--- config.mk ---
export PLATFORM = sky130hd
export DESIGN_NAME = day_count_to_fat_timestamp_unit
export DESIGN_NICKNAME = d
export VERILOG_FILES = /design/src/dcft_pkg.sv /design/src/dcft_cal_seq.sv /design/src/dcft_pack.sv /design/src/day_count_to_fat_timestamp_unit.sv
export SDC_FILE = /design/constraint.sdc
export NUM_CORES = 1
export LEC_CHECK = 0
export BUFFER_PORTS_ARGS = -buffer_cell sky130_fd_sc_hd__buf_2
export CAP_MARGIN = 10
export CORE_MARGIN = 2
export CORE_UTILIZATION = 45
export DETAILED_ROUTE_END_ITERATION = 10
export PLACE_DENSITY = 0.65
export RECOVER_POWER = 25
export SYNTH_ARGS = -nofsm -noshare
export SYNTH_HDL_FRONTEND = slang
export SYNTH_HIERARCHICAL = 1
export SYNTH_SLANG_ARGS = --single-unit
--- constraint.sdc ---
create_clock -name clk -period 8.5 [get_ports clk]
set_clock_uncertainty 0.1 [all_clocks]
set_input_delay 1.7 -clock clk [delete_from_list [all_inputs] [get_ports clk]]
set_output_delay 1.7 -clock clk [all_outputs]
set_load 0.02 [all_outputs]
--- src/dcft_pkg.sv ---
`timescale 1ns / 1ps
`default_nettype none
// ----------------------------------------------------------------------------
// dcft_pkg: shared types and constants for the day count to FAT timestamp unit
// Calendar constants, field widths, the result struct between the calendar
// sequencer and the top level, and the month length function.
// ----------------------------------------------------------------------------
package dcft_pkg;

	// Field widths
	localparam int DayCountW = 16;
	localparam int HourW     = 6;
	localparam int MinuteW   = 7;
	localparam int SecondW   = 7;
	localparam int DayW      = 5;
	localparam int MonthW    = 4;
	localparam int YearW     = 12;
	localparam int FatW      = 16;
	localparam int LenW      = 9;

	// Calendar constants
	localparam int EpochYearI    = 1978;
	localparam int FatEpochYearI = 1980;
	localparam logic [YearW-1:0] EpochYear    = YearW'(EpochYearI);
	localparam logic [YearW-1:0] FatEpochYear = YearW'(FatEpochYearI);
	localparam logic [LenW-1:0]  DaysYear     = LenW'(365);
	localparam logic [LenW-1:0]  DaysLeapYear = LenW'(366);
	localparam logic [MonthW-1:0] MonthJan    = MonthW'(1);
	localparam logic [MonthW-1:0] MonthFeb    = MonthW'(2);
	localparam logic [MonthW-1:0] MonthDec    = MonthW'(12);

	// Leap rule counters: year mod 4, mod 100, mod 400
	localparam int Mod4W   = 2;
	localparam int Mod100W = 7;
	localparam int Mod400W = 9;
	localparam logic [Mod100W-1:0] Cent     = Mod100W'(99);
	localparam logic [Mod400W-1:0] QuadCent = Mod400W'(399);
	localparam logic [Mod4W-1:0]   EpochMod4   = Mod4W'(EpochYearI % 4);
	localparam logic [Mod100W-1:0] EpochMod100 = Mod100W'(EpochYearI % 100);
	localparam logic [Mod400W-1:0] EpochMod400 = Mod400W'(EpochYearI % 400);

	// Calendar result handed from the sequencer to the output stage
	typedef struct packed {
		logic [DayW-1:0]   day;
		logic [MonthW-1:0] month;
		logic [YearW-1:0]  year;
	} cal_res_t;

	// Length of a month given the leap flag of its year
	function automatic logic [LenW-1:0] month_len(input logic [MonthW-1:0] m,
		input logic leap);
		logic [LenW-1:0] len;
		len = LenW'(31);
		case (m)
			MonthW'(4), MonthW'(6), MonthW'(9), MonthW'(11): len = LenW'(30);
			MonthFeb: len = leap ? LenW'(29) : LenW'(28);
			default: len = LenW'(31);
		endcase
		return len;
	endfunction

endpackage
`default_nettype wire

--- src/dcft_cal_seq.sv ---
`timescale 1ns / 1ps
`default_nettype none
// ----------------------------------------------------------------------------
// dcft_cal_seq: calendar sequencer
// Peels whole years, then whole months, off a day count with one shared
// compare-and-subtract unit, one step per cycle.
// ----------------------------------------------------------------------------
module dcft_cal_seq (
	input  wire logic                           clk,
	input  wire logic                           arst_n,
	input  wire logic                           start,
	input  wire logic [dcft_pkg::DayCountW-1:0] day_count,
	output logic                                idle,
	output logic                                res_valid,
	input  wire logic                           res_ready,
	output dcft_pkg::cal_res_t                  res
);

	typedef enum logic [1:0] {
		S_IDLE,
		S_YEAR,
		S_MONTH,
		S_HOLD
	} state_t;

	state_t                            state_q;
	logic [dcft_pkg::DayCountW-1:0]    dd_q;
	logic [dcft_pkg::YearW-1:0]        year_q;
	logic [dcft_pkg::MonthW-1:0]       month_q;
	logic [dcft_pkg::Mod4W-1:0]        y4_q;
	logic [dcft_pkg::Mod100W-1:0]      y100_q;
	logic [dcft_pkg::Mod400W-1:0]      y400_q;

	logic                              leap;
	logic [dcft_pkg::LenW-1:0]         len;
	logic [dcft_pkg::DayCountW:0]      diff;
	logic                              gt;

	// Leap rule from the running remainders
	assign leap = ((y4_q == '0) && (y100_q != '0)) || (y400_q == '0);

	// Shared unit: amount to take off this step, and dd > amount
	always_comb begin
		if (state_q == S_YEAR) begin
			len = leap ? dcft_pkg::DaysLeapYear : dcft_pkg::DaysYear;
		end else begin
			len = dcft_pkg::month_len(month_q, leap);
		end
		diff = {1'b0, dd_q} - {{(dcft_pkg::DayCountW + 1 - dcft_pkg::LenW){1'b0}}, len};
		gt   = !diff[dcft_pkg::DayCountW] && (diff[dcft_pkg::DayCountW-1:0] != '0);
	end

	assign idle      = (state_q == S_IDLE);
	assign res_valid = (state_q == S_HOLD);
	assign res.day   = dd_q[dcft_pkg::DayW-1:0];
	assign res.month = month_q;
	assign res.year  = year_q;

	// Sequencer
	always_ff @(posedge clk or negedge arst_n) begin
		if (!arst_n) begin
			state_q <= S_IDLE;
			dd_q    <= '0;
			year_q  <= dcft_pkg::EpochYear;
			month_q <= dcft_pkg::MonthJan;
			y4_q    <= dcft_pkg::EpochMod4;
			y100_q  <= dcft_pkg::EpochMod100;
			y400_q  <= dcft_pkg::EpochMod400;
		end else begin
			case (state_q)
				S_IDLE: begin
					if (start) begin
						state_q <= S_YEAR;
						dd_q    <= day_count;
						year_q  <= dcft_pkg::EpochYear;
						month_q <= dcft_pkg::MonthJan;
						y4_q    <= dcft_pkg::EpochMod4;
						y100_q  <= dcft_pkg::EpochMod100;
						y400_q  <= dcft_pkg::EpochMod400;
					end
				end
				S_YEAR: begin
					if (gt) begin
						dd_q   <= diff[dcft_pkg::DayCountW-1:0];
						year_q <= year_q + 1'b1;
						y4_q   <= y4_q + 1'b1;
						y100_q <= (y100_q == dcft_pkg::Cent) ? '0 : y100_q + 1'b1;
						y400_q <= (y400_q == dcft_pkg::QuadCent) ? '0 : y400_q + 1'b1;
					end else begin
						state_q <= S_MONTH;
					end
				end
				S_MONTH: begin
					if (gt && (month_q != dcft_pkg::MonthDec)) begin
						dd_q    <= diff[dcft_pkg::DayCountW-1:0];
						month_q <= month_q + 1'b1;
					end else begin
						state_q <= S_HOLD;
					end
				end
				S_HOLD: begin
					if (res_ready) begin
						state_q <= S_IDLE;
					end
				end
				default: begin
					state_q <= S_IDLE;
				end
			endcase
		end
	end

endmodule
`default_nettype wire

--- src/dcft_pack.sv ---
`timescale 1ns / 1ps
`default_nettype none
// ----------------------------------------------------------------------------
// dcft_pack: FAT word packer
// Converts the BCD time of day to binary and builds the FAT date and time
// words from the calendar result.
// ----------------------------------------------------------------------------
module dcft_pack (
	input  wire dcft_pkg::cal_res_t           res,
	input  wire logic [dcft_pkg::HourW-1:0]   hour_bcd,
	input  wire logic [dcft_pkg::MinuteW-1:0] minute_bcd,
	input  wire logic [dcft_pkg::SecondW-1:0] second_bcd,
	output logic [dcft_pkg::FatW-1:0]         fat_date,
	output logic [dcft_pkg::FatW-1:0]         fat_time
);

	localparam logic [6:0] FatEpochLow = dcft_pkg::FatEpochYear[6:0];

	logic [5:0] hour_bin;
	logic [6:0] minute_bin;
	logic [6:0] second_bin;
	logic [6:0] year_ofs;

	// tens * 10 + ones, nibbles taken as they come
	assign hour_bin   = 6'({hour_bcd[5:4], 3'b000}) + 6'({hour_bcd[5:4], 1'b0})
		+ 6'(hour_bcd[3:0]);
	assign minute_bin = 7'({minute_bcd[6:4], 3'b000}) + 7'({minute_bcd[6:4], 1'b0})
		+ 7'(minute_bcd[3:0]);
	assign second_bin = 7'({second_bcd[6:4], 3'b000}) + 7'({second_bcd[6:4], 1'b0})
		+ 7'(second_bcd[3:0]);

	// Year field wraps modulo 128
	assign year_ofs = res.year[6:0] - FatEpochLow;
	assign fat_date = {year_ofs, res.month, res.day};

	// Fields are added so oversize values carry upward
	assign fat_time = 16'(second_bin[6:1]) + {4'b0000, minute_bin, 5'b00000}
		+ {hour_bin[4:0], 11'b0};

endmodule
`default_nettype wire

--- src/day_count_to_fat_timestamp_unit.sv ---
`timescale 1ns / 1ps
`default_nettype none
// After an input transfer the sequencer peels whole years (0 to 179), then whole
// months (0 to 11), holds the result, and the output register raises m_tvalid.
// One item at a time: s_tready stays low until the sequencer is idle again, and
// stays low longer while a result waits in the output register.
// Reset (arst_n low, asynchronous) empties the output and idles the sequencer.
// ----------------------------------------------------------------------------
// day_count_to_fat_timestamp_unit: day count to FAT timestamp converter
// Streams in a day count and BCD time of day, streams out day, month, year
// and the FAT date and time words.
// ----------------------------------------------------------------------------
module day_count_to_fat_timestamp_unit (
	input  wire logic        clk,
	input  wire logic        arst_n,
	input  wire logic        s_tvalid,
	output logic             s_tready,
	// day_count[15:0], hour_bcd[21:16], minute_bcd[28:22], second_bcd[35:29]
	input  wire logic [39:0] s_tdata,
	output logic             m_tvalid,
	input  wire logic        m_tready,
	// day_of_month[4:0], month_number[8:5], calendar_year[20:9],
	// fat_date[36:21], fat_time[52:37]
	output logic [55:0]      m_tdata
);

	logic                                seq_idle;
	logic                                res_valid;
	logic                                res_ready;
	logic                                in_xfer;
	dcft_pkg::cal_res_t                  res;
	logic [dcft_pkg::HourW-1:0]          hour_q;
	logic [dcft_pkg::MinuteW-1:0]        minute_q;
	logic [dcft_pkg::SecondW-1:0]        second_q;
	logic [dcft_pkg::FatW-1:0]           fat_date;
	logic [dcft_pkg::FatW-1:0]           fat_time;
	logic                                m_tvalid_q;
	logic [52:0]                         out_q;

	assign s_tready  = seq_idle;
	assign in_xfer   = s_tvalid && s_tready;
	assign res_ready = !m_tvalid_q || m_tready;

	// Time of day held for the whole conversion
	always_ff @(posedge clk) begin
		if (in_xfer) begin
			hour_q   <= s_tdata[21:16];
			minute_q <= s_tdata[28:22];
			second_q <= s_tdata[35:29];
		end
	end

	dcft_cal_seq u_seq (
		.clk       (clk),
		.arst_n    (arst_n),
		.start     (in_xfer),
		.day_count (s_tdata[15:0]),
		.idle      (seq_idle),
		.res_valid (res_valid),
		.res_ready (res_ready),
		.res       (res)
	);

	dcft_pack u_pack (
		.res        (res),
		.hour_bcd   (hour_q),
		.minute_bcd (minute_q),
		.second_bcd (second_q),
		.fat_date   (fat_date),
		.fat_time   (fat_time)
	);

	// Output register
	always_ff @(posedge clk or negedge arst_n) begin
		if (!arst_n) begin
			m_tvalid_q <= 1'b0;
		end else if (res_ready) begin
			m_tvalid_q <= res_valid;
		end
	end

	always_ff @(posedge clk) begin
		if (res_valid && res_ready) begin
			out_q <= {fat_time, fat_date, res.year, res.month, res.day};
		end
	end

	assign m_tvalid = m_tvalid_q;
	assign m_tdata  = {3'b000, out_q};

endmodule
`default_nettype wire

# Word level (Yosys, flattened, before mapping)
# Cells that the tools add are included.
# op_classes
add_sub_neg,15
eq_ne,17
mux,30
n_reduce_logical,22
# ops
cell,count
16-bit 2-to-1 mux,3
16-bit case mux with 3 select lines,1
9-bit 2-to-1 mux,4
9-bit case mux with 2 select lines,2
12-bit 2-to-1 mux,2
12-bit case mux with 2 select lines,1
7-bit 2-to-1 mux,3
16-bit by 9-bit subtractor with 17-bit output,1
16-bit adder,1
16-bit nonzero test,1
6-bit by 4-bit adder with 7-bit output,2
7-bit by 4-bit adder with 7-bit output,2
2-bit 2-to-1 mux,7
7-bit case mux with 2 select lines,1
6-bit by 12-bit adder with 13-bit output,1
"12-bit by 1-bit adder with 12-bit output, second input constant",1
"9-bit by 1-bit adder with 9-bit output, second input constant",1
"9-bit equality test, second input constant",1
9-bit zero test,1
"4-bit by 3-bit equality test with 1-bit output, second input constant",2
"4-bit equality test, second input constant",2
4-bit 2-to-1 mux,2
"2-bit by 1-bit inequality test with 1-bit output, second input constant",4
2-bit case mux with 4 select lines,1
25 further kinds,37
# totals
register_bits,126
input_bits,44
word_cells,96

# Depth between registers and ports, before layout
# Gate-level depths: netlist (run 1).
# logic_depth
depth_word,12
mapped_depth,18
mapped_depth_nobuf,16

# Hierarchy
# The synthesis (run 1) kept the hierarchy.
# modules_own_cells
module,n_inst,cells_each,area_each_um2,seq_area_each_um2
dcft_cal_seq,1,465,4038.9,1326.3
day_count_to_fat_timestamp_unit,1,82,2278.4,2217.1
dcft_pack,1,109,859.6,0.0

# Worst setup path after synthesis (run 1)
# OpenSTA, ideal clock, no wires.
# synth_path
path_type,reg-to-reg
start,reg u_seq.state_q[1]
end,reg u_seq/dd_q[6] (netlist bit)
setup_time_ns,0.125
arrival_ns,3.976
required_time_ns,8.275
slack_ns,4.299
path_stages_with_launch,18
period_less_slack_ns,4.201
path_cell_list,dfrtp_1 inv_1 ha_1 clkbuf_1 buf_1 o41ai_1 ha_1 fa_1 nand4b_4 a221oi_2 nor2_1 and2_1 buf_2 a21oi_1 o21ai_4 a21oi_4 buf_6 mux2_4
# synth_between
elab_chain_cells,8
word_cells_on_any_way,18
classes_between,add/sub (1); eq/ne (5); mux (4); reduce/logical (8)
# synth_rtl
item,line_no,source
from (decl),dcft_cal_seq.sv:26,state_t state_q;
from (signal assigned),dcft_cal_seq.sv:62,state_q <= S_IDLE;
from (signal assigned),dcft_cal_seq.sv:73,state_q <= S_YEAR;
from (signal assigned),dcft_cal_seq.sv:90,state_q <= S_MONTH;
2-bit by 1-bit equality test with 1-bit output,"dcft_cal_seq.sv:44, dcft_cal_seq.sv:70",
9-bit 2-to-1 mux,dcft_cal_seq.sv:44,if (state_q == S_YEAR) begin
16-bit by 9-bit subtractor with 17-bit output,dcft_cal_seq.sv:49,"diff = {1'b0, dd_q} - {{(dcft_pkg::DayCountW + 1 - dcft_pkg::LenW){1'b0}}, len};"
16-bit nonzero test or 1-bit zero test (tied branches),dcft_cal_seq.sv:50,gt = !diff[dcft_pkg::DayCountW] && (diff[dcft_pkg::DayCountW-1:0] != '0);
1-bit logical AND,dcft_cal_seq.sv:50,
1-bit logical AND,dcft_cal_seq.sv:94,if (gt && (month_q != dcft_pkg::MonthDec)) begin
2-bit by 1-bit inequality test with 1-bit output (no line),-,
4-bit AND reduction (no line),-,
to (signal assigned),dcft_cal_seq.sv:74,dd_q <= day_count;
to (signal assigned),dcft_cal_seq.sv:84,dd_q <= diff[dcft_pkg::DayCountW-1:0];
to (signal assigned),dcft_cal_seq.sv:95,dd_q <= diff[dcft_pkg::DayCountW-1:0];
to (decl),dcft_cal_seq.sv:27,logic [dcft_pkg::DayCountW-1:0] dd_q;
# Parallel ways exist; a longest one is shown, timed or not. The select of a mux whose other input is x is not followed.
# A chain may end at the register's enable or synchronous reset.

# Final worst setup path (run 1)
# layout_path
start,reg u_seq/y400_q[1] (netlist bit)
end,reg u_seq/dd_q[5] (netlist bit)
# layout_between
elab_chain_cells,11
word_cells_on_any_way,17
classes_between,add/sub (1); eq/ne (2); mux (7); reduce/logical (7)
# layout_rtl
item,line_no,source
from (decl),dcft_cal_seq.sv:32,logic [dcft_pkg::Mod400W-1:0] y400_q;
from (signal assigned),dcft_cal_seq.sv:68,y400_q <= dcft_pkg::EpochMod400;
from (signal assigned),dcft_cal_seq.sv:79,y400_q <= dcft_pkg::EpochMod400;
from (signal assigned),dcft_cal_seq.sv:88,y400_q <= (y400_q == dcft_pkg::QuadCent) ? '0 : y400_q + 1'b1;
9-bit zero test (*),dcft_cal_seq.sv:40,assign leap = ((y4_q == '0) && (y100_q != '0)) || (y400_q == '0);
1-bit logical OR (*),dcft_cal_seq.sv:40,
1-bit 2-to-1 mux,dcft_pkg.sv:56,MonthFeb: len = leap ? LenW'(29) : LenW'(28);
9-bit case mux with 2 select lines,dcft_pkg.sv:54,case (m)
9-bit 2-to-1 mux (*),dcft_cal_seq.sv:44,
16-bit by 9-bit subtractor with 17-bit output (*),dcft_cal_seq.sv:49,
16-bit nonzero test or 1-bit zero test (tied branches),dcft_cal_seq.sv:50,
1-bit logical AND,dcft_cal_seq.sv:50,
1-bit logical AND,dcft_cal_seq.sv:94,
2-bit by 1-bit inequality test with 1-bit output (no line),-,
4-bit AND reduction (no line),-,
# Mark *: on every way between the ends. The rest lies on a longest branch, timed or not. The select of a mux whose other input is x is not followed.

==> impl_metrics.ini, run 1 <==
[worst_setup_path]
critPathMaxStageDelay_ns = 0.53
cp_max_fo = 12
cp-end-kind = register
crit_arrival_ns = 5.08
critical_path_required_ns = 8.70
critical_path_class = register to register
cp_slowest_cell = dfstp_2
crit_chain = inv_1 -> ha_1 -> and3_1 -> a21oi_1 -> and3_1 -> o41ai_1 -> ha_1 -> fa_1 -> nand4b_4 -> a221oi_2 -> nor2_1 -> and2_1 -> a21oi_1 -> o21ai_4 -> a21oi_4 -> mux2_2
critPathTopFamily = compound AO/OA/AOI/OAI gates
path_buf_inv = 1
start_kind = register

[timing]
setup_viol = 0
slew_headroom = -1.00
hold_viol = 0
max_freq_mhz = 205
tns_ns = 0
period_share = 0.573
tightestPinTransition_ns = 3.00
fin_crit_ns = 4.87
rsz0062_at_grt = no
layout_setup_ws_ns = 3.63
finalMaxSlewViolations = 54

[floorplanning]
design.die.area_sq_mm = 0.0169
core_area_sq_mm = 0.0157
row_count = 46
die_x_um = 130
chipHeight_um = 130
start_util = 0.455
ios = 102

[drt]
vias = 5334
drc_errors = 0
ant_nets = 0
routed_wl_um = 15500
drtIter0Drc = 357
avgRoutedWirePerCell_um = 16.1
avgViaCountPerCell = 5.55
drtPass1Iterations = 7

[finish]
fin_util = 0.528
area_growth_pct = 16.1
seqCellArea_sq_mm = 0.00351
fillCellCount = 1338
n_antenna_cell = 0
num-nets-final = 819
layout-drive-gt1-share = 0.226
layout_common_cells = 93 x buf_2, 72 x edfxtp_1, 46 x inv_1, 42 x nand2_1, 39 x nor2_1
multi_input_area_sq_mm = 0.00321
final_cell_area_sq_mm = 0.00830
layout_commonest_cell = buf_2

[cts]
holdBufCountCts = 0
numCtsBuffers = 17
clock-sinks = 125
insertion_delay_ns = 0.42
clkTransAtPathRegs_ns = 0.05
cts_root_buf = clkbuf_16
cts_max_level = 4
cts_post_setup_buffers_inserted = 0
max-clock-path-buffers = 2
cts_resized = 0
cts_tree = done

[global_route]
grt_overflow_total = 0
grt_use_total = 0.190
antenna_found_initial = 0
grt_first_pass_wirelength_um = 25000
grt_pass1_vias = 5155
grt_max_degree = 54

[yosys]
synthCells = 655
syn_avg_cell_area_sq_um = 10.9
synth-warning-count = 6
syn_area_sq_mm = 0.00715

[placed_design]
dpl_cell_area_sq_mm = 0.00768
hpwl_um = 10600
place.gp.congestion = 0.886
io_buffers = 93
pre_cts_ws_ns = 3.64

[job]
timing.max_cap.violations = 1

[pwr]
vdd_drop_max_mv = 0.206
leakagePower_nw = 3.44
power_density_mw_per_mm2 = 411
p_total_w = 0.00342

[worst_hold_path]
hold_path_class = register to register

[status]
status = complete, but fails checks
violations = max-capacitance violations, max-slew violations
-- path summary, 6_finish.rpt --
kind / startpoint / endpoint / slack, ns / cells past startpoint
setup / recovery: u_seq/y400_q[1] / u_seq/dd_q[5] / 3.63 / 16
hold reg to reg: u_seq/dd_q[0] / out_q[21] / 0.37 / 0
max in group asynchronous: arst_n / u_seq/dd_q[0] / 4.34 / 2
hold / removal: u_seq/dd_q[0] / out_q[21] / 0.37 / 0
setup reg to reg: u_seq/y400_q[1] / u_seq/dd_q[5] / 3.63 / 16
min in group asynchronous: arst_n / u_seq/year_q[6] / 2.26 / 2
-- per-stage QoR --
step,cells,hold slack [ns]
2_1_floorplan,657,0.356
3_3_place_gp,929,0.366
3_5_place_dp,929,0.372
4_1_cts,961,0.381
5_1_grt,961,0.405
6_report,961,0.374
-- layout make-up --
| type | instances | area share |
|---|---|---|
| Clock buffer | 24 | 0.0568 |
| Clock inverter | 8 | 0.0196 |
| Inverter | 47 | 0.0213 |
| Multi-Input combinational cell | 444 | 0.387 |
| Sequential cell | 125 | 0.423 |
| Tap cell | 216 | 0.0326 |
| Timing Repair Buffer | 97 | 0.0592 |
-- report_power, final --
part / internal (W) / total, W / leakage [nW] / switching [W]
clock: 0.000533 / 0.000782 / 0.307 / 0.000249
combinational: 0.000587 / 0.00156 / 1.87 / 0.000973
sequential: 0.000917 / 0.00107 / 1.26 / 0.000156
-- state kept, by name (all words and copies together) (netlist names) --
register,count
u_seq/y100_q,7
m_tvalid,1
u_seq/month_q,4
u_seq/year_q,12
second_q,6
out_q,53
u_seq/y4_q,2
u_seq/state_q,2
minute_q,7
hour_q,6
u_seq/y400_q,9
u_seq/dd_q,16
-- layer usage --
layer / up-vias / routed length (um) / track usage
met1: 2588 / 6820 / 0.236
li1: 2556 / - / -
met2: 164 / 7570 / 0.322
met3: 26 / 768 / 0.0435
met5: - / 0 / 0
met4: 0 / 333 / 0.0740
(Power assumes the default switching activity.)
==> inputs of run 2 (changes only) <==
--- a/config.mk
+++ b/config.mk
@@ -5,12 +5,13 @@
 export SDC_FILE = /design/constraint.sdc
 export NUM_CORES = 1
 export LEC_CHECK = 0
+export ABC_AREA = 1
 export BUFFER_PORTS_ARGS = -buffer_cell sky130_fd_sc_hd__buf_2
 export CAP_MARGIN = 10
 export CORE_MARGIN = 2
 export CORE_UTILIZATION = 45
 export DETAILED_ROUTE_END_ITERATION = 10
-export PLACE_DENSITY = 0.65
+export PLACE_DENSITY = 0.68
 export RECOVER_POWER = 25
 export SYNTH_ARGS = -nofsm -noshare
 export SYNTH_HDL_FRONTEND = slang
==> constraint.sdc (replaced) <==
create_clock -name clk -period 4.1 [get_ports clk]
set_clock_uncertainty 0.1 [all_clocks]
set_input_delay 0.82 -clock clk [delete_from_list [all_inputs] [get_ports clk]]
set_output_delay 0.82 -clock clk [all_outputs]
set_load 0.02 [all_outputs]
==> impl_metrics.ini, run 2 <==
[worst_setup_path]
cp_slowest_cell = dfrtp_1
critical_path_required_ns = 4.30
cp-end-kind = register
crit_chain = inv_1 -> ha_1 -> nand2_1 -> o41ai_2 -> o21ai_1 -> o211ai_1 -> a21oi_1 -> ha_2 -> fa_2 -> inv_1 -> nand2_1 -> o21ai_2 -> nand2_1 -> nand2_1 -> nand2_1 -> nor2_2 -> nand2_1 -> nor2_2 -> nand2_2 -> nand3_1 -> nand2_4 -> buf_6 -> nand4_1 -> nand2_1
start_kind = register
crit_arrival_ns = 3.97
critical_path_class = register to register
critPathMostFrequentCell = nand2_1
critPathTopFamily = simple AND/OR/NAND/NOR gates
cp_max_fo = 11
path_buf_inv = 3
critPathMaxStageDelay_ns = 0.40

[status]
status = completed

[timing]
setup_viol = 0
tightestPinTransition_ns = 1.06
hold_viol = 0
max_freq_mhz = 266
slew_headroom = 0.293
layout_setup_ws_ns = 0.335
fin_crit_ns = 3.76
finalMaxSlewViolations = 0
rsz0062_at_grt = yes
period_share = 0.918

[floorplanning]
die_x_um = 130
start_util = 0.454
ios = 102
chipHeight_um = 130
row_count = 46
design.die.area_sq_mm = 0.0169
core_area_sq_mm = 0.0157

[cts]
numCtsBuffers = 17
cts_max_level = 4
insertion_delay_ns = 0.43
clkTransAtPathRegs_ns = 0.06
cts_root_buf = clkbuf_16
cts_tree = done
clock-sinks = 125
max-clock-path-buffers = 2
holdBufCountCts = 0

[drt]
ant_nets = 0
drc_errors = 0
vias = 5487
routed_wl_um = 14400
drtIter0Drc = 409
drtPass1Iterations = 5
avgRoutedWirePerCell_um = 12.8
avgViaCountPerCell = 4.88

[finish]
layout_commonest_cell = nand2_1
seqCellArea_sq_mm = 0.00351
num-nets-final = 982
area_growth_pct = 18.8
n_antenna_cell = 0
regMostFlops = out_q
multi_input_area_sq_mm = 0.00302
final_cell_area_sq_mm = 0.00847
fillCellCount = 1417
reg.largest.list = out_q (53), u_seq/dd_q (16), u_seq/year_q (12)
largest_register_ff_count = 53
layout_common_cells = 209 x nand2_1, 98 x inv_1, 91 x buf_2, 72 x edfxtp_1, 59 x nor2_1
layout-drive-gt1-share = 0.219

[placed_design]
pre_cts_ws_ns = 0.0264
io_buffers = 93
dpl_cell_area_sq_mm = 0.00774
place.gp.congestion = 0.877
hpwl_um = 10400

[yosys]
syn_avg_cell_area_sq_um = 8.91
synthCells = 800
syn_area_sq_mm = 0.00713
synth-warning-count = 6

[global_route]
grt_max_degree = 54
grt_first_pass_wirelength_um = 23800
antenna_found_initial = 0
grt_overflow_total = 0
grt_use_total = 0.179
grt_pass1_vias = 4987

[pwr]
power_density_mw_per_mm2 = 872
leakagePower_nw = 3.92
vdd_drop_max_mv = 0.498

[job]
timing.max_cap.violations = 0

[worst_hold_path]
hold_path_class = register to register
==> run 2: final timing paths <==
path                                 start               to  slack (ns)  cells after the start
min                          u_seq/y4_q[1]    u_seq/y4_q[1]        0.38                      2
min reg2reg                  u_seq/y4_q[1]    u_seq/y4_q[1]        0.38                      2
max                        u_seq/y100_q[0]   u_seq/dd_q[14]        0.34                     24
max in group asynchronous           arst_n    u_seq/dd_q[2]        1.98                      2
max reg2reg                u_seq/y100_q[0]   u_seq/dd_q[14]        0.34                     24
min in group asynchronous           arst_n  u_seq/year_q[6]        0.47                      1
==> run 2: routing by layer <==
layer	wire [um]	global-route usage
met5	0	0
met4	185	0.0639
met3	634	0.0418
met2	6870	0.288
met1	6740	0.238
==> run 2: repair_timing <==
item	in CTS	in global routing
setup endpoints to repair	2	52
pin swaps	0	4
resized for setup	1	11
setup buffers	0	3
gates cloned	0	0
==> run 2: report_power, final <==
group | switching [W] | internal [W]
Clock | 0.000543 | 0.00114
Combinational | 0.00219 | 0.00124
Sequential | 0.000334 | 0.00194
Total | 0.00307 | 0.00432
==> run 2: tightest hold or removal path, delay by kind of cell, from the launching register on <==
family / cells / cell delay, ns
simple gates: 1 / 0.07
flops: 1 / 0.36
compound gates: 1 / 0.05
==> run 2: final cells by class <==
class | instances | area share
multi-input combinational | 539 | 0.357
clock buffer | 17 | 0.0502
inverter | 101 | 0.0447
sequential | 125 | 0.415
timing repair buffer | 111 | 0.0729
tap | 216 | 0.0319
clock inverter | 15 | 0.0286
==> run 2: stage by stage <==
| stage | cells | total power [W] | utilization | setup TNS, ns | hold slack [ns] |
|---|---|---|---|---|---|
| after CTS | 1121 | 0.00737 | 0.536 | 0 | 0.237 |
| after global routing | 1124 | 0.00801 | 0.539 | -0.0612 | 0.398 |
| after detailed placement | 1089 | 0.00565 | 0.493 | 0 | 0.371 |
| after global placement | 1089 | 0.00559 | 0.493 | 0 | 0.363 |
| after floorplan | 802 | 0.00498 | - | 0 | 0.348 |
| final | 1124 | 0.00739 | 0.539 | 0 | 0.381 |
